### src/design/u2u8_pkg.sv
// Types, constants and encoding helpers for the UTF-16 to UTF-8 text filter.
`default_nettype none

package u2u8_pkg;

   localparam logic [15:0] HIGH_FIRST = 16'hD800;
   localparam logic [15:0] HIGH_LAST  = 16'hDBFF;
   localparam logic [15:0] LOW_FIRST  = 16'hDC00;
   localparam logic [15:0] LOW_LAST   = 16'hDFFF;
   localparam logic [20:0] SUPP_BASE  = 21'h10000;
   localparam logic [15:0] PRIV_FIRST = 16'hF700;
   localparam logic [15:0] PRIV_LAST  = 16'hF8FF;
   localparam logic [15:0] DEL_CODE   = 16'h007F;
   localparam logic [15:0] SPACE_CODE = 16'h0020;
   localparam logic [7:0]  LEAD2      = 8'hC0;
   localparam logic [7:0]  LEAD3      = 8'hE0;
   localparam logic [7:0]  LEAD4      = 8'hF0;
   localparam logic [7:0]  CONT       = 8'h80;

   localparam logic [5:0]  HIGH_TAG   = 6'b110110;

   localparam logic [1:0]  STAT_TEXT        = 2'd0;
   localparam logic [1:0]  STAT_NO_OUTPUT   = 2'd1;
   localparam logic [1:0]  STAT_UNAVAILABLE = 2'd2;

   // At most one job per accepted word: an optional held or combined code point,
   // an optional fresh code point and an optional status-only result.
   typedef struct packed {
      logic        a_valid;
      logic [20:0] a_cp;
      logic        b_valid;
      logic [15:0] b_cp;
      logic        s_valid;
      logic [1:0]  s_code;
      logic        mark_last;
   } job_type;

   typedef enum logic [2:0] {
      SEG_A = 3'b001,
      SEG_B = 3'b010,
      SEG_S = 3'b100
   } seg_type;

   function automatic logic is_text(input logic [15:0] cp);
      logic ok;
      ok = 1'b1;
      if (cp < SPACE_CODE || cp == DEL_CODE) ok = 1'b0;
      if (cp >= PRIV_FIRST && cp <= PRIV_LAST) ok = 1'b0;
      return ok;
   endfunction

   function automatic logic [2:0] utf8_len(input logic [20:0] cp);
      logic [2:0] len;
      if (cp < 21'h80) len = 3'd1;
      else if (cp < 21'h800) len = 3'd2;
      else if (cp < SUPP_BASE) len = 3'd3;
      else len = 3'd4;
      return len;
   endfunction

   function automatic logic [7:0] utf8_byte(input logic [20:0] cp, input logic [1:0] idx);
      logic [7:0] b;
      case (utf8_len(cp))
         3'd1: b = {1'b0, cp[6:0]};
         3'd2: begin
            case (idx)
               2'd0:    b = LEAD2 | {3'b000, cp[10:6]};
               default: b = CONT | {2'b00, cp[5:0]};
            endcase
         end
         3'd3: begin
            case (idx)
               2'd0:    b = LEAD3 | {4'b0000, cp[15:12]};
               2'd1:    b = CONT | {2'b00, cp[11:6]};
               default: b = CONT | {2'b00, cp[5:0]};
            endcase
         end
         default: begin
            case (idx)
               2'd0:    b = LEAD4 | {5'b00000, cp[20:18]};
               2'd1:    b = CONT | {2'b00, cp[17:12]};
               2'd2:    b = CONT | {2'b00, cp[11:6]};
               default: b = CONT | {2'b00, cp[5:0]};
            endcase
         end
      endcase
      return b;
   endfunction

endpackage

`default_nettype wire

### src/design/utf16_to_utf8_text_filter_unit.sv
// A word's first result passes through the job queue, the serializer's job register
// and its output register. Throughput: one result per cycle from the serializer while
// results are popped, and a word causes zero to six results; one with none pushes no job.
// The job queue lets the input keep taking words while the serializer drains earlier ones.
// Reset is synchronous and active high; it empties the queue and clears surrogate state.
`default_nettype none

module utf16_to_utf8_text_filter_unit #(
   parameter int JOB_DEPTH = 4
) (
   input  wire logic        clock,
   input  wire logic        reset,
   input  wire logic        req_push,
   output logic             req_full,
   input  wire logic        req_kind,
   input  wire logic [15:0] req_code_unit,
   input  wire logic        req_final_unit,
   output logic             rsp_empty,
   input  wire logic        rsp_pop,
   output logic [7:0]       rsp_byte_out,
   output logic             rsp_byte_valid,
   output logic             rsp_run_last,
   output logic [1:0]       rsp_status
);
   import u2u8_pkg::*;

   job_type front_job, head_job;
   logic    front_push, job_pop, job_empty, accept;

   assign accept = req_push && !req_full;

   u2u8_front u_front (
      .clock      (clock),
      .reset      (reset),
      .accept     (accept),
      .kind       (req_kind),
      .code_unit  (req_code_unit),
      .final_unit (req_final_unit),
      .job        (front_job),
      .job_push   (front_push)
   );

   u2u8_job_fifo #(
      .DEPTH (JOB_DEPTH)
   ) u_fifo (
      .clock    (clock),
      .reset    (reset),
      .push     (front_push),
      .push_job (front_job),
      .pop      (job_pop),
      .head_job (head_job),
      .full     (req_full),
      .empty    (job_empty)
   );

   u2u8_back u_back (
      .clock          (clock),
      .reset          (reset),
      .head_job       (head_job),
      .job_empty      (job_empty),
      .job_pop        (job_pop),
      .rsp_pop        (rsp_pop),
      .rsp_empty      (rsp_empty),
      .rsp_byte_out   (rsp_byte_out),
      .rsp_byte_valid (rsp_byte_valid),
      .rsp_run_last   (rsp_run_last),
      .rsp_status     (rsp_status)
   );

endmodule

`default_nettype wire

### src/design/u2u8_front.sv
// Front end: accepts code units, tracks surrogate and failure state, builds jobs.
`default_nettype none

module u2u8_front (
   input  wire logic              clock,
   input  wire logic              reset,
   input  wire logic              accept,
   input  wire logic              kind,
   input  wire logic [15:0]       code_unit,
   input  wire logic              final_unit,
   output u2u8_pkg::job_type      job,
   output logic                   job_push
);
   import u2u8_pkg::*;

   logic [9:0] held_high_ff, held_high_in;
   logic       held_valid_ff, held_valid_in;
   logic       run_failed_ff, run_failed_in;

   always_comb begin
      logic fresh;
      logic is_low;
      logic is_high;
      fresh = 1'b1;
      is_low  = (code_unit >= LOW_FIRST) && (code_unit <= LOW_LAST);
      is_high = (code_unit >= HIGH_FIRST) && (code_unit <= HIGH_LAST);
      job = '0;
      held_high_in  = held_high_ff;
      held_valid_in = held_valid_ff;
      run_failed_in = run_failed_ff;
      if (accept) begin
         if (kind) begin
            job.s_valid   = 1'b1;
            job.s_code    = STAT_NO_OUTPUT;
            held_high_in  = '0;
            held_valid_in = 1'b0;
            run_failed_in = 1'b0;
         end else if (run_failed_ff) begin
            if (final_unit) begin
               job.s_valid   = 1'b1;
               job.s_code    = STAT_UNAVAILABLE;
               held_high_in  = '0;
               held_valid_in = 1'b0;
               run_failed_in = 1'b0;
            end
         end else begin
            if (held_valid_ff) begin
               held_valid_in = 1'b0;
               held_high_in  = '0;
               job.a_valid   = 1'b1;
               if (is_low) begin
                  job.a_cp = SUPP_BASE + {1'b0, held_high_ff, code_unit[9:0]};
                  fresh    = 1'b0;
               end else begin
                  job.a_cp = {5'b00000, HIGH_TAG, held_high_ff};
               end
            end
            if (fresh) begin
               if (is_high && !final_unit) begin
                  held_high_in  = code_unit[9:0];
                  held_valid_in = 1'b1;
               end else if (!is_text(code_unit)) begin
                  if (final_unit) begin
                     job.s_valid   = 1'b1;
                     job.s_code    = STAT_UNAVAILABLE;
                     held_high_in  = '0;
                     held_valid_in = 1'b0;
                     run_failed_in = 1'b0;
                  end else begin
                     run_failed_in = 1'b1;
                  end
               end else begin
                  job.b_valid = 1'b1;
                  job.b_cp    = code_unit;
                  if (final_unit) begin
                     job.mark_last = 1'b1;
                     held_high_in  = '0;
                     held_valid_in = 1'b0;
                     run_failed_in = 1'b0;
                  end
               end
            end else if (final_unit) begin
               job.mark_last = 1'b1;
               held_high_in  = '0;
               held_valid_in = 1'b0;
               run_failed_in = 1'b0;
            end
         end
      end
      job_push = accept && (job.a_valid || job.b_valid || job.s_valid);
   end

   always_ff @(posedge clock) begin
      if (reset) begin
         held_high_ff  <= '0;
         held_valid_ff <= 1'b0;
         run_failed_ff <= 1'b0;
      end else begin
         held_high_ff  <= held_high_in;
         held_valid_ff <= held_valid_in;
         run_failed_ff <= run_failed_in;
      end
   end

endmodule

`default_nettype wire

### src/design/u2u8_job_fifo.sv
// Short job queue between the front end and the byte serializer.
`default_nettype none

module u2u8_job_fifo #(
   parameter int DEPTH = 4
) (
   input  wire logic              clock,
   input  wire logic              reset,
   input  wire logic              push,
   input  wire u2u8_pkg::job_type push_job,
   input  wire logic              pop,
   output u2u8_pkg::job_type      head_job,
   output logic                   full,
   output logic                   empty
);
   import u2u8_pkg::*;

   localparam int PTR_W = $clog2(DEPTH);
   localparam int CNT_W = $clog2(DEPTH + 1);

   job_type            slot_ff [DEPTH];
   logic [PTR_W-1:0]   wptr_ff, wptr_in;
   logic [PTR_W-1:0]   rptr_ff, rptr_in;
   logic [CNT_W-1:0]   count_ff, count_in;
   logic               do_push, do_pop;

   assign full     = (count_ff == CNT_W'(DEPTH));
   assign empty    = (count_ff == '0);
   assign head_job = slot_ff[rptr_ff];
   assign do_push  = push && !full;
   assign do_pop   = pop && !empty;

   always_comb begin
      wptr_in  = wptr_ff;
      rptr_in  = rptr_ff;
      count_in = count_ff;
      if (do_push) begin
         wptr_in = (wptr_ff == PTR_W'(DEPTH - 1)) ? '0 : wptr_ff + 1'b1;
      end
      if (do_pop) begin
         rptr_in = (rptr_ff == PTR_W'(DEPTH - 1)) ? '0 : rptr_ff + 1'b1;
      end
      if (do_push && !do_pop) count_in = count_ff + 1'b1;
      else if (do_pop && !do_push) count_in = count_ff - 1'b1;
   end

   always_ff @(posedge clock) begin
      if (do_push) begin
         slot_ff[wptr_ff] <= push_job;
      end
   end

   always_ff @(posedge clock) begin
      if (reset) begin
         wptr_ff  <= '0;
         rptr_ff  <= '0;
         count_ff <= '0;
      end else begin
         wptr_ff  <= wptr_in;
         rptr_ff  <= rptr_in;
         count_ff <= count_in;
      end
   end

endmodule

`default_nettype wire

### src/design/u2u8_back.sv
// Back end: walks each job and emits one UTF-8 byte or status word per cycle while its output is free or popped.
`default_nettype none

module u2u8_back (
   input  wire logic              clock,
   input  wire logic              reset,
   input  wire u2u8_pkg::job_type head_job,
   input  wire logic              job_empty,
   output logic                   job_pop,
   input  wire logic              rsp_pop,
   output logic                   rsp_empty,
   output logic [7:0]             rsp_byte_out,
   output logic                   rsp_byte_valid,
   output logic                   rsp_run_last,
   output logic [1:0]             rsp_status
);
   import u2u8_pkg::*;

   job_type     job_ff, job_in;
   seg_type     seg_ff, seg_in;
   logic [1:0]  idx_ff, idx_in;
   logic        busy_ff, busy_in;

   logic        out_valid_ff, out_valid_in;
   logic [7:0]  out_byte_ff, out_byte_in;
   logic        out_bvalid_ff, out_bvalid_in;
   logic        out_last_ff, out_last_in;
   logic [1:0]  out_status_ff, out_status_in;

   logic        can_emit, emit, done, load_new;
   logic [2:0]  len_a, len_b;
   logic        more_bytes;
   seg_type     next_seg, start_seg;
   logic        has_next;

   assign can_emit = !out_valid_ff || rsp_pop;
   assign emit     = busy_ff && can_emit;
   assign len_a    = utf8_len(job_ff.a_cp);
   assign len_b    = utf8_len({5'b00000, job_ff.b_cp});

   always_comb begin
      more_bytes = 1'b0;
      next_seg   = SEG_S;
      has_next   = 1'b0;
      case (seg_ff)
         SEG_A: begin
            more_bytes = ({1'b0, idx_ff} + 3'd1) < len_a;
            if (job_ff.b_valid) begin
               next_seg = SEG_B;
               has_next = 1'b1;
            end else if (job_ff.s_valid) begin
               next_seg = SEG_S;
               has_next = 1'b1;
            end
         end
         SEG_B: begin
            more_bytes = ({1'b0, idx_ff} + 3'd1) < len_b;
            if (job_ff.s_valid) begin
               next_seg = SEG_S;
               has_next = 1'b1;
            end
         end
         default: begin
            more_bytes = 1'b0;
            has_next   = 1'b0;
         end
      endcase
      done = !more_bytes && !has_next;
   end

   always_comb begin
      if (head_job.a_valid) start_seg = SEG_A;
      else if (head_job.b_valid) start_seg = SEG_B;
      else start_seg = SEG_S;
   end

   assign load_new = !busy_ff || (emit && done);
   assign job_pop  = load_new && !job_empty;

   always_comb begin
      job_in  = job_ff;
      seg_in  = seg_ff;
      idx_in  = idx_ff;
      busy_in = busy_ff;
      if (emit && !done) begin
         if (more_bytes) begin
            idx_in = idx_ff + 1'b1;
         end else begin
            seg_in = next_seg;
            idx_in = '0;
         end
      end
      if (load_new) begin
         busy_in = !job_empty;
         job_in  = head_job;
         seg_in  = start_seg;
         idx_in  = '0;
      end
   end

   always_comb begin
      out_valid_in  = out_valid_ff && !rsp_pop;
      out_byte_in   = out_byte_ff;
      out_bvalid_in = out_bvalid_ff;
      out_last_in   = out_last_ff;
      out_status_in = out_status_ff;
      if (emit) begin
         out_valid_in = 1'b1;
         case (seg_ff)
            SEG_A: begin
               out_byte_in   = utf8_byte(job_ff.a_cp, idx_ff);
               out_bvalid_in = 1'b1;
               out_last_in   = done && job_ff.mark_last;
               out_status_in = STAT_TEXT;
            end
            SEG_B: begin
               out_byte_in   = utf8_byte({5'b00000, job_ff.b_cp}, idx_ff);
               out_bvalid_in = 1'b1;
               out_last_in   = done && job_ff.mark_last;
               out_status_in = STAT_TEXT;
            end
            default: begin
               out_byte_in   = '0;
               out_bvalid_in = 1'b0;
               out_last_in   = 1'b1;
               out_status_in = job_ff.s_code;
            end
         endcase
      end
   end

   always_ff @(posedge clock) begin
      job_ff        <= job_in;
      out_byte_ff   <= out_byte_in;
      out_bvalid_ff <= out_bvalid_in;
      out_last_ff   <= out_last_in;
      out_status_ff <= out_status_in;
   end

   always_ff @(posedge clock) begin
      if (reset) begin
         seg_ff       <= SEG_A;
         idx_ff       <= '0;
         busy_ff      <= 1'b0;
         out_valid_ff <= 1'b0;
      end else begin
         seg_ff       <= seg_in;
         idx_ff       <= idx_in;
         busy_ff      <= busy_in;
         out_valid_ff <= out_valid_in;
      end
   end

   assign rsp_empty      = !out_valid_ff;
   assign rsp_byte_out   = out_byte_ff;
   assign rsp_byte_valid = out_bvalid_ff;
   assign rsp_run_last   = out_last_ff;
   assign rsp_status     = out_status_ff;

endmodule

`default_nettype wire

### config.mk
export PLATFORM = sky130hd
export DESIGN_NAME = utf16_to_utf8_text_filter_unit
export DESIGN_NICKNAME = d
export VERILOG_FILES = /design/src/design/u2u8_pkg.sv /design/src/design/utf16_to_utf8_text_filter_unit.sv /design/src/design/u2u8_front.sv /design/src/design/u2u8_job_fifo.sv /design/src/design/u2u8_back.sv
export SDC_FILE = /design/constraint.sdc
export NUM_CORES = 1
export LEC_CHECK = 0
export ABC_AREA = 1
export BUFFER_PORTS_ARGS = -buffer_cell sky130_fd_sc_hd__clkbuf_2
export CAP_MARGIN = 20
export CORE_MARGIN = 2
export CORE_UTILIZATION = 51
export CTS_CLUSTER_SIZE = 16
export DETAILED_ROUTE_END_ITERATION = 8
export PLACE_DENSITY = 0.7
export RECOVER_POWER = 50
export SYNTH_ARGS = -nofsm -noshare
export SYNTH_HDL_FRONTEND = slang
export SYNTH_SLANG_ARGS = --single-unit
### constraint.sdc
create_clock -name clock -period 6.7 [get_ports clock]
set_input_delay 0.335 -clock clock [delete_from_list [all_inputs] [get_ports clock]]
set_output_delay 0.335 -clock clock [all_outputs]
set_load 0.03 [all_outputs]
==> results by group, run 1 <==
Layout
  – Commonest cells after routing, fill and taps aside: 226 x edfxtp_1, 144 x nor2_1, 117 x o21ai_0, 113 x nand2_1, 90 x inv_1
  – Area delta synth->final: 10.91%
  – Antenna diodes: 0
  – Post-Route Utilization: 57.29%
  – Commonest non-fill, non-tap cell in the layout: edfxtp_1
  – Fin nets: 1,030
  – Share of cells above drive strength 1: approximately 8.6%

Floorplan
  – Die W: 149.5 µm
  – Die Y: 149.5 µm
  – Die area: approximately 22,000 µm²
  – Core area: 20,890 µm²
  – Initial Utilization: 51.66%
  – IO Pins: 36
  – Rows: 53

Global routing
  – GRT overflow: 0
  – Vias in the first global route: just under 7,000
  – Tot GR Track Use: 21.90%
  – First-pass GRT wire length: between 30 and 40 mm
  – Largest net degree at the start of global routing: 87
  – Initial antenna violation count: 0

Setup path
  – Worst path most repeated cell: nor2_1
  – CP required: 7.12 ns
  – Setup crit end kind: register
  – CP peak stage delay: between 2 and 2.5 ns
  – CP max FO: 86
  – Critical Path AT: between 4 and 5 ns
  – CP cell instances: clkbuf_1, o21ai_0, o22ai_1, or2_2, a21oi_1, nor2_1, nor2_1
  – Setup CP Type: register to register
  – Critical path buffers and inverters: 1
  – Cell family with most CP delay: buffers and inverters
  – Startpoint class of the critical path: register
  – Crit-path slowest cell: clkbuf_1

Routing
  – Vias post-DR: 7,175
  – DRC Markers: 0
  – DR vias/cell: 5.579
  – WL/cell: ~18 µm
  – First-pass iteration count of the detailed router: 8
  – DR iter-0 viols: approximately 630
  – Antenna viol nets, final: 0
  – Total Routed Length: about 24 mm

STA
  – Fmax: 0.2310 GHz
  – Setup_tns: 0 ns
  – Final hold vios: 0
  – Final period utilization: about 65%
  – RSZ-0062 raised after global routing: no
  – Clock Skew: 0.01161 ns
  – Max Transition Viols Final: a little under 90
  – Worst Tran Pin Value: 3.504 ns
  – Endpoints failing setup: 0
  – Slew HR: -133.6%
  – Min Clock Period, post-route: 4.330 ns

Run status
  – Status: finished with violations
  – Failing checks: capacitance limit, slew limit

Yosys
  – Synth warn: 0
  – Part of the Yosys area used for sequential elements: between 60% and 70%
  – Synth Register Bits: 254
  – Ys flop type: edfxtp_1
  – Post-Synth Adder-Cell Area: 1.878%
  – Syn Area/Cell: 11.25 µm²
  – Post-Syn Instances: 959
  – Multiplexer share of the synthesized area: 0%
  – Post-synth ARST share: 0%
  – EDFF count, synth: 226
  – Xor-xnor portion of the synthesized cell area: less than 1%
  – Mapped Area: 10,790 µm²
  – Net Count, Synth: 996
  – Post-synth cell types: 41
  – Synth Area in Compound Gates: 11.38%
  – Main combinational cell family by area after synthesis: simple AND/OR/NAND/NOR gates
  – Post-Synth Simple-Gate Area: approximately 14%

Power
  – Power per Cell Area: 406.1 nW/µm²
  – Sequential share of power: 46.8%
  – Leak: 0.004446 µW
  – Clock Power Share: about 28%
  – Sw Ratio: 32.75%
  – Peak supply drop: 0.0001874 V
  – Combinational Power Share: 25.1%
  – Cell-internal power: 3268 µW
  – Net Switching: 1591 µW

Clock network
  – Cts hold-fix bufs: 0
  – CTS Sinks: approximately 250
  – # Post-CTS Setup Buffers: 0
  – CTS Root Cell: clkbuf_16
  – H-tree depth: 1
  – Num CTS Buffers: 25
  – CTS clk-pin slew, worst paths: 0.07 ns
  – Post-CTS Resized: 0
  – Clk_lat worst skew: 0.52 ns
  – CTS tree: done
  – Clock Path Buffers: 3

Placement
  – HPWL after detailed placement: roughly 15 mm
  – # port buffers: 35
  – GP Congestion: between 0.9 and 1

Min path
  – Hold Path Origin: req_code_unit[1]
  – Tightest Hold Check Type: input port to register

Job
  – Max-cap violations: 1
-- synthesized netlist by cell type (3+ instances only) --
master,count,share of area [%]
o22ai_1,53,3.1
buf_2,6,0.28
dfxtp_1,28,5.2
nand3_1,44,2.0
o21ai_0,117,5.4
nor2_1,147,5.1
inv_2,4,0.14
clkbuf_1,27,0.94
nand2_2,4,0.23
a21oi_1,35,1.6
edfxtp_1,226,63
ha_1,13,1.5
nor2_4,3,0.31
nand3_2,3,0.28
buf_1,3,0.10
nor3_1,6,0.28
nand2_4,3,0.31
nand4_1,3,0.17
inv_1,91,3.2
nand2_1,109,3.8
o211ai_1,6,0.42
-- power by group through the flow --
stage | Combinational [µW] | Clock (µW) | Sequential [µW]
6_report | 1220 | 1370 | 2270
2_1_floorplan | 804 | 0 | 2320
5_1_grt | 1370 | 1450 | 2300
3_5_place_dp | 1230 | 0 | 2310
3_3_place_gp | 1220 | 0 | 2300
4_1_cts | 1240 | 1390 | 2270
-- stage by stage --
step | total power, µW | worst slack, ns | std cells | hold WS [ns] | instance area, µm²
after floorplan | 3126 | 3.215 | 959 | 0.4685 | 10790
after global placement | 3519 | 3.153 | 1241 | 0.4939 | 11260
after detailed placement | 3542 | 3.060 | 1241 | 0.4947 | 11260
after CTS | 4899 | 3.048 | 1286 | 0.1526 | 12060
after global routing | 5125 | 2.005 | 1286 | 0.1915 | 11970
final | 4860 | 2.370 | 1286 | 0.1810 | 11970
-- worst paths after layout --
check	end	slack (ns)	cells past startpoint
max	u_back.seg_ff[2]$_SDFFE_PP0P_	2.37	7
max reg2reg	u_back.seg_ff[2]$_SDFFE_PP0P_	2.37	7
min	u_front.held_high_ff[1]$_SDFFE_PP0P_	0.18	3
min reg2reg	u_fifo.count_ff[2]$_SDFFE_PP0P_	0.50	2
-- state kept, by name, summed over array words and instances (netlist names), named ones only --
register / cells
u_back.out_valid_ff: 1
u_back.idx_ff: 2
u_front.held_valid_ff: 1
u_back.rsp_byte_out: 8
u_back.rsp_byte_valid: 1
u_back.busy_ff: 1
u_back.job_ff: 42
u_fifo.slot_ff: 172
u_front.run_failed_ff: 1
u_back.seg_ff: 3
u_fifo.rptr_ff: 2
u_fifo.count_ff: 3
u_front.held_high_ff: 10
u_back.rsp_run_last: 1
u_back.rsp_status: 2
u_fifo.wptr_ff: 2
-- layout make-up --
type	instances	area, µm²
fillers	1776	8921
flip-flops and latches	254	7347
inverters	96	360.3
clock inverters	10	98.84
well taps	275	344.1
clock buffers	35	703.2
multi-input cells	573	2900
repair buffers	43	214.0
-- worst min-delay path: stages --
cell and delay (ns):
clkbuf_2 0.11, o21ai_0 0.09, a21oi_1 0.13
-- logic make-up after synthesis --
family	Yosys count
and+or+nand+nor	335
DFF	254
AOI/OAI and AO/OA	221
buffers and inverters	132
adders and majority gates	15
xor gates and xnor gates	2
-- layer usage --
metal  part of all wire [%]  vias to the layer above  GRT usage [%]
met5                      0                        -              0
met4                    2.2                        0          6.571
met3                    6.8                       40          3.537
met2                     46                      266          34.06
met1                     45                     3420          32.09
li1                       -                     3449              -
Note: power is estimated with default switching activity, not from simulation.
==> run 2: changes to the inputs <==
- PLACE_DENSITY: 0.7 -> 0.72
- clock period: 6.7 -> 3.5 ns (I/O delays scaled with it)
==> run 2 against run 1 <==
  * The run now ends clean
  * Via count grew 1.7%
  * Final area grew 2.7%
  * First-iteration DRC count up 21%
  * Final cell count increased by 0.86%
  * Largest power group unchanged
==> results by group, run 2 (synthesis results as in run 1) <==
Run status
  – Status: complete, no violations

Floorplan
  – IO Pins: 36 (unchanged)
  – Rows: 53 (unchanged)
  – Die area: 22,340 µm² (unchanged)
  – Die Y: 149.5 µm (unchanged)
  – Die W: 149.5 µm (unchanged)
  – Initial Utilization: 51.66% (unchanged)
  – Core area: 20,890 µm² (unchanged)

Routing
  – Met3 Wirelength: 2.059 mm (+28%)
  – DR vias/cell: 5.628 (+0.87%)
  – Vias post-DR: 7,299 (+1.7%)
  – WL met1: 10.07 mm (-5.6%)
  – Antenna viol nets, final: 0 (unchanged)
  – WL/cell: 18.26 µm (-0.58%)
  – DRC Markers: 0 (unchanged)
  – DR iter-0 viols: 765 (+21%)
  – First-pass iteration count of the detailed router: 5 (-3)
  – Metal2 WL: 10.79 mm (-0.26%)
  – Top Metal Used: met5
  – Total Routed Length: 23.68 mm (+0.28%)

Job
  – Max-cap violations: 0 (-1)

Clock network
  – CTS Sinks: 254 (unchanged)
  – CTS clk-pin slew, worst paths: 0.06 ns (about the same)
  – H-tree depth: 1 (unchanged)
  – Clock Path Buffers: 3 (unchanged)
  – Clk_lat worst skew: 0.52 ns (about the same)
  – Num CTS Buffers: 27 (+8.0%)
  – CTS tree: done
  – CTS Root Cell: clkbuf_16

Setup path
  – Setup crit end kind: register
  – CP max FO: 5 (-94%)
  – Worst setup path start: u_back.job_ff[17]$_DFFE_PP_
  – Worst Setup EP: u_fifo.count_ff[2]$_SDFFE_PP0P_
  – CP required: 3.91 ns (-3.21 ns)
  – Worst flop-to-flop path startpoint: u_back.job_ff[17]$_DFFE_PP_
  – Startpoint class of the critical path: register
  – Reg2reg end: u_fifo.count_ff[2]$_SDFFE_PP0P_
  – FF-to-FF setup slack: 0.27 ns (-2.10 ns)
  – Setup CP Type: register to register
  – Critical Path AT: 3.64 ns (-1.10 ns)
  – Worst reg2reg path depth: 18 (+11)

Placement
  – GP Congestion: 0.9070 (-2.5%)
  – Dpl cells: 1,246 (+0.40%)
  – # port buffers: 35 (unchanged)
  – Place WS: 0.2411 ns (-2.819 ns)
  – Post-placement cell area: 11,350 µm² (+0.78%)
  – HPWL after detailed placement: 15.05 mm (-2.2%)

STA
  – Min Clock Period, post-route: 3.233 ns (-1.096 ns)
  – Final period utilization: 92.38% (+28 points)
  – Fmax: 0.3093 GHz (+34%)
  – Slew HR: 19.23% (+150 points)
  – Final hold vios: 0 (unchanged)
  – Fin worst setup slack: 0.2668 ns (-2.104 ns)
  – Worst Tran Pin Value: 1.210 ns (-2.293 ns)
  – Max Transition Viols Final: 0 (-100%)
  – Endpoints failing setup: 0 (unchanged)
  – Clock Skew: 0.01741 ns (+0.005807 ns)

Power
  – Power per Cell Area: 797.2 nW/µm² (+96%)
  – Combinational Power Share: 24.6% (-0.5 points)
  – Clock Power Share: 30.9% (+2.8 points)
  – Peak supply drop: 0.0004423 V (+140%)
  – Leak: 0.004570 µW (+2.8%)
  – Net Switching: 3135 µW (+97%)
  – Sequential share of power: 44.5% (-2.3 points)
  – Cell-internal power: 6658 µW (+100%)
  – Sw Ratio: 32.01% (-0.73 points)

Layout
  – Commonest non-fill, non-tap cell in the layout: edfxtp_1
  – Reg with most FFs: u_fifo.slot_ff
  – Antenna diodes: 0 (unchanged)
  – Non-filler instance count after layout: 1,297 (+0.86%)
  – Fin nets: 1,040 (+0.97%)
  – Share of cells above drive strength 1: 9.883% (+1.3 points)
  – Post-route cell area: 12,290 µm² (+2.7%)
  – Area delta synth->final: 13.86%
  – Largest registers: u_fifo.slot_ff: 172 flops, u_back.job_ff: 42 flops, u_front.held_high_ff: 10 flops
  – Commonest cells after routing, fill and taps aside: 226 x edfxtp_1, 143 x nor2_1, 117 x o21ai_0, 112 x nand2_1, 92 x inv_1
  – Max reg flops: 172 (unchanged)

Min path
  – Tightest Hold Check Type: input port to register

Global routing
  – Tot GR Track Use: 21.79% (-0.12 points)
  – Initial antenna violation count: 2 (+2)
  – Largest net degree at the start of global routing: 87 (unchanged)
  – First-pass GRT wire length: 37.00 mm (-1.1%)
  – Vias in the first global route: 7,012 (+2.1%)
  – GRT overflow: 0 (unchanged)
==> run 2: critical path, cell delays in order, from the launching register on <==
cell and delay, ns:
edfxtp_1 0.40, nor2_1 0.16, nand3_2 0.18, nor2_4 0.17
inv_1 0.08, fa_1 0.48, nor2_1 0.04, nand2_1 0.09
nand2_2 0.07, nand4_4 0.12, nand2_4 0.05, nand2_1 0.14
ha_1 0.17, inv_1 0.08, fa_1 0.45, a21oi_1 0.15
o21ai_0 0.10, o21ai_0 0.16, a21oi_1 0.05
==> run 2: worst min-delay path by stage <==
stage          slack (ns)                               start  cells after the start                                   end
2_1_floorplan        0.37                    req_code_unit[0]                      2  u_front.held_high_ff[0]$_SDFFE_PP0P_
6_report             0.03                    req_code_unit[9]                      3  u_front.held_high_ff[9]$_SDFFE_PP0P_
4_1_cts             0.005                    req_code_unit[9]                      3  u_front.held_high_ff[9]$_SDFFE_PP0P_
3_5_place_dp         0.50       u_back.idx_ff[1]$_SDFFE_PP0P_                      2         u_back.idx_ff[1]$_SDFFE_PP0P_
5_1_grt              0.03                    req_code_unit[9]                      3  u_front.held_high_ff[9]$_SDFFE_PP0P_
3_3_place_gp         0.49  u_front.held_valid_ff$_SDFFE_PP0P_                      2    u_front.held_valid_ff$_SDFFE_PP0P_
==> run 2: power groups by stage <==
stage	logic (µW)	clock network, µW	registers (µW)
3_3_place_gp	2360	0	4410
4_1_cts	2410	3060	4360
6_report	2400	3030	4360
2_1_floorplan	1540	0	4440
3_5_place_dp	2400	0	4420
5_1_grt	2670	3180	4420
==> run 2: through the flow <==
step	util, %	power, µW	hold WS (ns)	TNS, ns
floorplan	-	5984	0.3738	0
global placement	54.32	6772	0.4940	0
detailed placement	54.32	6819	0.4983	0
CTS	58.99	9830	0.005323	0
global route	58.81	10270	0.03306	-0.03501
finish	58.81	9793	0.03094	0
==> run 2: layout make-up <==
cell class / count / area (µm²)
well taps: 275 / 344.1
clock inverters: 19 / 272.8
inverters: 96 / 360.3
flip-flops and latches: 254 / 7347
multi-input cells: 573 / 2953
repair buffers: 51 / 325.3
fillers: 1661 / 8603
clock buffers: 29 / 683.2
==> run 2: repair_timing <==
| item | CTS | global route |
|---|---|---|
| hold buffers | 2 | 0 |
| setup endpoints to repair | 0 | 1 |
| endpoints found under the hold margin | 2 | 0 |
| setup buffers | 0 | 1 |
| resized for setup | 0 | 3 |
==> run 2: routing by layer <==
metal | vias up | track usage (%)
met5 | - | 0
met4 | 2 | 8.048
met3 | 53 | 3.445
met2 | 330 | 34.31
met1 | 3449 | 30.91
li1 | 3465 | -
==> run 3: changes to the inputs <==
- CTS_BUF_LIST: default -> sky130_fd_sc_hd__clkbuf_8
- SYNTH_HIERARCHICAL: default -> 1
==> run 3 against run 2 <==
  * The run now ends with capacitance limit, slew limit left
  * Critical path depth is the same
  * Final area grew 1.6%
  * Area after synthesis grew 3.0%
  * Total power grew 4.2%
  * Critical endpoint is now u_fifo/count_ff[1]$_SDFFE_PP0P_
  * Largest cell class unchanged
  * Largest power group unchanged
==> results by group, run 3 <==
Run status
  – Status: finished with violations
  – Failing checks: capacitance limit, slew limit

Setup path
  – Setup crit end kind: register
  – CP required: 3.92 ns (about the same)
  – Critical Path AT: 3.68 ns (+0.04 ns)
  – CP max FO: 5 (unchanged)
  – Startpoint class of the critical path: register
  – Setup CP Type: register to register

Power
  – Cell-internal power: 6599 µW (-0.89%)
  – Leak: 0.004706 µW (+3.0%)
  – Net Switching: 3603 µW (+15%)
  – Peak supply drop: 0.0003410 V (-23%)
  – Combinational Power Share: 29.4% (+4.8 points)
  – Clock Power Share: 26.0% (-4.9 points)
  – Sequential share of power: 44.5% (about the same)
  – Sw Ratio: 35.32% (+3.3 points)
  – Power per Cell Area: 817.6 nW/µm² (+2.6%)

Yosys
  – Part of the Yosys area used for sequential elements: 66.10% (-2.0 points)
  – Most frequent cells after synthesis: 226 x edfxtp_1, 145 x nor2_1, 116 x nand2_1, 105 x o21ai_0, 94 x inv_1
  – Synth Register Bits: 254 (unchanged)
  – Syn Area/Cell: 11.10 µm² (-1.3%)
  – Post-synth top area share: 61.05% (-1.8 points)
  – Post-Synth Adder-Cell Area: 1.824% (-0.055 points)
  – Area contributors post-synth: edfxtp_1 61%, dfxtp_1 5.0%, nor2_1 4.9%
  – Dominant cell type by area after synthesis: edfxtp_1
  – Post-Syn Instances: 1,001 (+4.4%)
  – Multiplexer share of the synthesized area: 0% (unchanged)
  – Mapped Area: 11,120 µm² (+3.0%)
  – Post-synth ARST share: 0% (unchanged)
  – Xor-xnor portion of the synthesized cell area: 0.07879% (-0.084 points)
  – Top-count cell post-synth: edfxtp_1
  – Synth Area in Compound Gates: 11.32% (-0.052 points)
  – Net Count, Synth: 1,038 (+4.2%)
  – Post-Synth Simple-Gate Area: 15.08% (+1.2 points)
  – Post-synth cell types: 43 (+4.9%)
  – Main combinational cell family by area after synthesis: simple AND/OR/NAND/NOR gates
  – Ys flop type: edfxtp_1
  – Synth warn: 6 (+6)
  – EDFF count, synth: 226 (unchanged)

Layout
  – Post-Route Utilization: 57.71% (-1.1 points)
  – Antenna diodes: 0 (unchanged)
  – Commonest cells after routing, fill and taps aside: 226 x edfxtp_1, 141 x nor2_1, 116 x nand2_1, 110 x o21ai_0, 108 x inv_1
  – Non-filler instance count after layout: 1,376 (+6.1%)
  – Commonest non-fill, non-tap cell in the layout: edfxtp_1
  – # fillers: 1,841 (+11%)
  – Post-route cell area: 12,480 µm² (+1.6%)
  – Reg with most FFs: u_fifo/slot_ff
  – Fin nets: 1,100 (+5.8%)
  – Largest registers: u_fifo/slot_ff: 172 flops, u_back/job_ff: 42 flops, u_front/held_high_ff: 10 flops
  – Reg area: 7347 µm² (unchanged)
  – Area delta synth->final: 12.26%
  – Area of the multi-input gates: 3158 µm² (+6.9%)
  – Max reg flops: 172 (unchanged)
  – Share of cells above drive strength 1: 12.41% (+2.5 points)

Clock network
  – Clock Path Buffers: 3 (unchanged)
  – Clk_lat worst skew: 0.55 ns (+0.03 ns)
  – Num CTS Buffers: 43 (+59%)
  – H-tree depth: 2 (+1)
  – CTS Root Cell: clkbuf_8
  – CTS Sinks: 254 (unchanged)
  – CTS clk-pin slew, worst paths: 0.05 ns (about the same)
  – CTS tree: done

Floorplan
  – IO Pins: 36 (unchanged)
  – Die Y: 151.6 µm (+1.5%)
  – Rows: 54 (+1.9%)
  – Initial Utilization: 51.41% (-0.24 points)
  – Core area: 21,620 µm² (+3.5%)
  – Die area: 22,990 µm² (+2.9%)
  – Die W: 151.6 µm (+1.5%)

Placement
  – Dpl cells: 1,292 (+3.7%)
  – # port buffers: 35 (unchanged)
  – HPWL after detailed placement: 15.67 mm (+4.1%)
  – GP Congestion: 0.9417 (+3.8%)
  – Post-placement cell area: 11,600 µm² (+2.2%)

Global routing
  – Tot GR Track Use: 22.07% (+0.29 points)
  – Largest net degree at the start of global routing: 87 (unchanged)
  – First-pass GRT wire length: 38.53 mm (+4.1%)
  – Initial antenna violation count: 0 (-2)
  – GRT overflow: 0 (unchanged)
  – Vias in the first global route: 7,145 (+1.9%)

STA
  – Final hold vios: 0 (unchanged)
  – Endpoints failing setup: 0 (unchanged)
  – Worst Tran Pin Value: 1.630 ns (+0.4194 ns)
  – Slew HR: -8.637% (-28 points)
  – Final period utilization: 93.08% (+0.70 points)
  – RSZ-0062 raised after global routing: no
  – Minimum hold slack: 0.01598 ns (-0.01496 ns)
  – Fmax: 0.3070 GHz (-0.75%)
  – Max Transition Viols Final: 87 (+87)
  – Min Clock Period, post-route: 3.258 ns (+0.02446 ns)
  – Clock Skew: 0.02399 ns (+0.006580 ns)

Routing
  – First-pass iteration count of the detailed router: 5 (unchanged)
  – Top Metal Used: met4
  – Total Routed Length: 24.50 mm (+3.5%)
  – Vias post-DR: 7,613 (+4.3%)
  – Antenna viol nets, final: 0 (unchanged)
  – WL met1: 10.83 mm (+7.5%)
  – Met3 Wirelength: 1.741 mm (-15%)
  – Metal2 WL: 11.37 mm (+5.3%)
  – DRC Markers: 0 (unchanged)
  – WL/cell: 17.80 µm (-2.5%)
  – DR iter-0 viols: 742 (-3.0%)
  – DR vias/cell: 5.533 (-1.7%)

Job
  – Max-cap violations: 1 (+1)

Min path
  – Tightest Hold Check Type: input port to register
-- run 3: cell types whose count changed in the layout (fill, tap and decap cells not counted), moves of 6 or more --
cell,delta
clkbuf_16,-27
nand4_1,+7
nor3_1,+12
nor2_2,+8
nand3_1,-7
inv_1,+16
o21ai_1,+12
inv_2,+6
clkbuf_8,+46
o21ai_0,-7
-- run 3: final timing paths --
| path | start | end | slack [ns] | cells after the start |
|---|---|---|---|---|
| setup / recovery | u_back/job_ff[15]$_DFFE_PP_ | u_fifo/count_ff[1]$_SDFFE_PP0P_ | 0.24 | 18 |
| hold / removal | req_kind | u_fifo/slot_ff[2][0]$_DFFE_PP_ | 0.02 | 2 |
| hold reg to reg | u_front/held_high_ff[0]$_SDFFE_PP0P_ | u_front/held_high_ff[0]$_SDFFE_PP0P_ | 0.47 | 2 |
| setup reg to reg | u_back/job_ff[15]$_DFFE_PP_ | u_fifo/count_ff[1]$_SDFFE_PP0P_ | 0.24 | 18 |
-- run 3: cells by family (layout without fill, tap and decap cells) --
| family | count (synthesis) | after routing |
|---|---|---|
| buffers and inverters | 141 | 236 |
| adder cells (fa/ha/maj) | 15 | 15 |
| flip-flops | 254 | 254 |
| XOR/XNOR | 1 | 1 |
| AO/OA/AOI/OAI | 224 | 224 |
| AND/OR/NAND/NOR | 366 | 366 |
-- run 3: layout make-up --
class | instances | area share (%)
repair buffers | 53 | 2.848
inverters | 105 | 3.179
flip-flops and latches | 254 | 58.88
clock inverters | 32 | 1.905
clock buffers | 46 | 5.074
multi-input cells | 606 | 25.31
well taps | 280 | 2.808
-- run 3: what timing repair did --
item                                    in CTS  in global routing
resized for setup                            0                  2
endpoints found under the setup margin       0                  2
hold endpoints to repair                     4                  0
hold buffers                                 4                  0
setup buffers                                0                  1
-- run 3: worst max-delay path: stages (launching register included) --
cell and delay (ns):
edfxtp_1 0.41, nor3_2 0.24, nand2_2 0.13, nor2_4 0.13, inv_1 0.09, fa_1 0.43
nor2_1 0.09, nand2_1 0.07, nand3_2 0.12, nand3_4 0.10, nand2_4 0.08, nand2_4 0.07
nor2_2 0.12, nand2_1 0.11, ha_1 0.21, inv_1 0.09, fa_1 0.41, o21ai_0 0.18
nor2_1 0.07
-- run 3: routing by layer --
| metal | GRT usage (%) | up-vias |
|---|---|---|
| met5 | 0 | - |
| met4 | 7.731 | 0 |
| met3 | 3.623 | 45 |
| met2 | 34.07 | 275 |
| met1 | 32.02 | 3630 |
| li1 | - | 3663 |
-- run 3: per-stage QoR --
step                worst slack, ns  setup TNS, ns  total power, µW
finish                       0.2424              0            10200
global route                0.01002              0            10810
CTS                          0.1853              0            10270
detailed placement           0.1968              0             7615
global placement             0.3101              0             7534
floorplan                   -0.5195         -89.35             6646
-- run 3: power by group through the flow --
stage                     sequential [µW]  clock, µW  combinational (µW)
after floorplan                      4690          0                1960
after global placement               4590          0                2950
after detailed placement             4610          0                3010
after CTS                            4550       2710                3010
after global routing                 4620       2860                3340
final                                4540       2660                3000
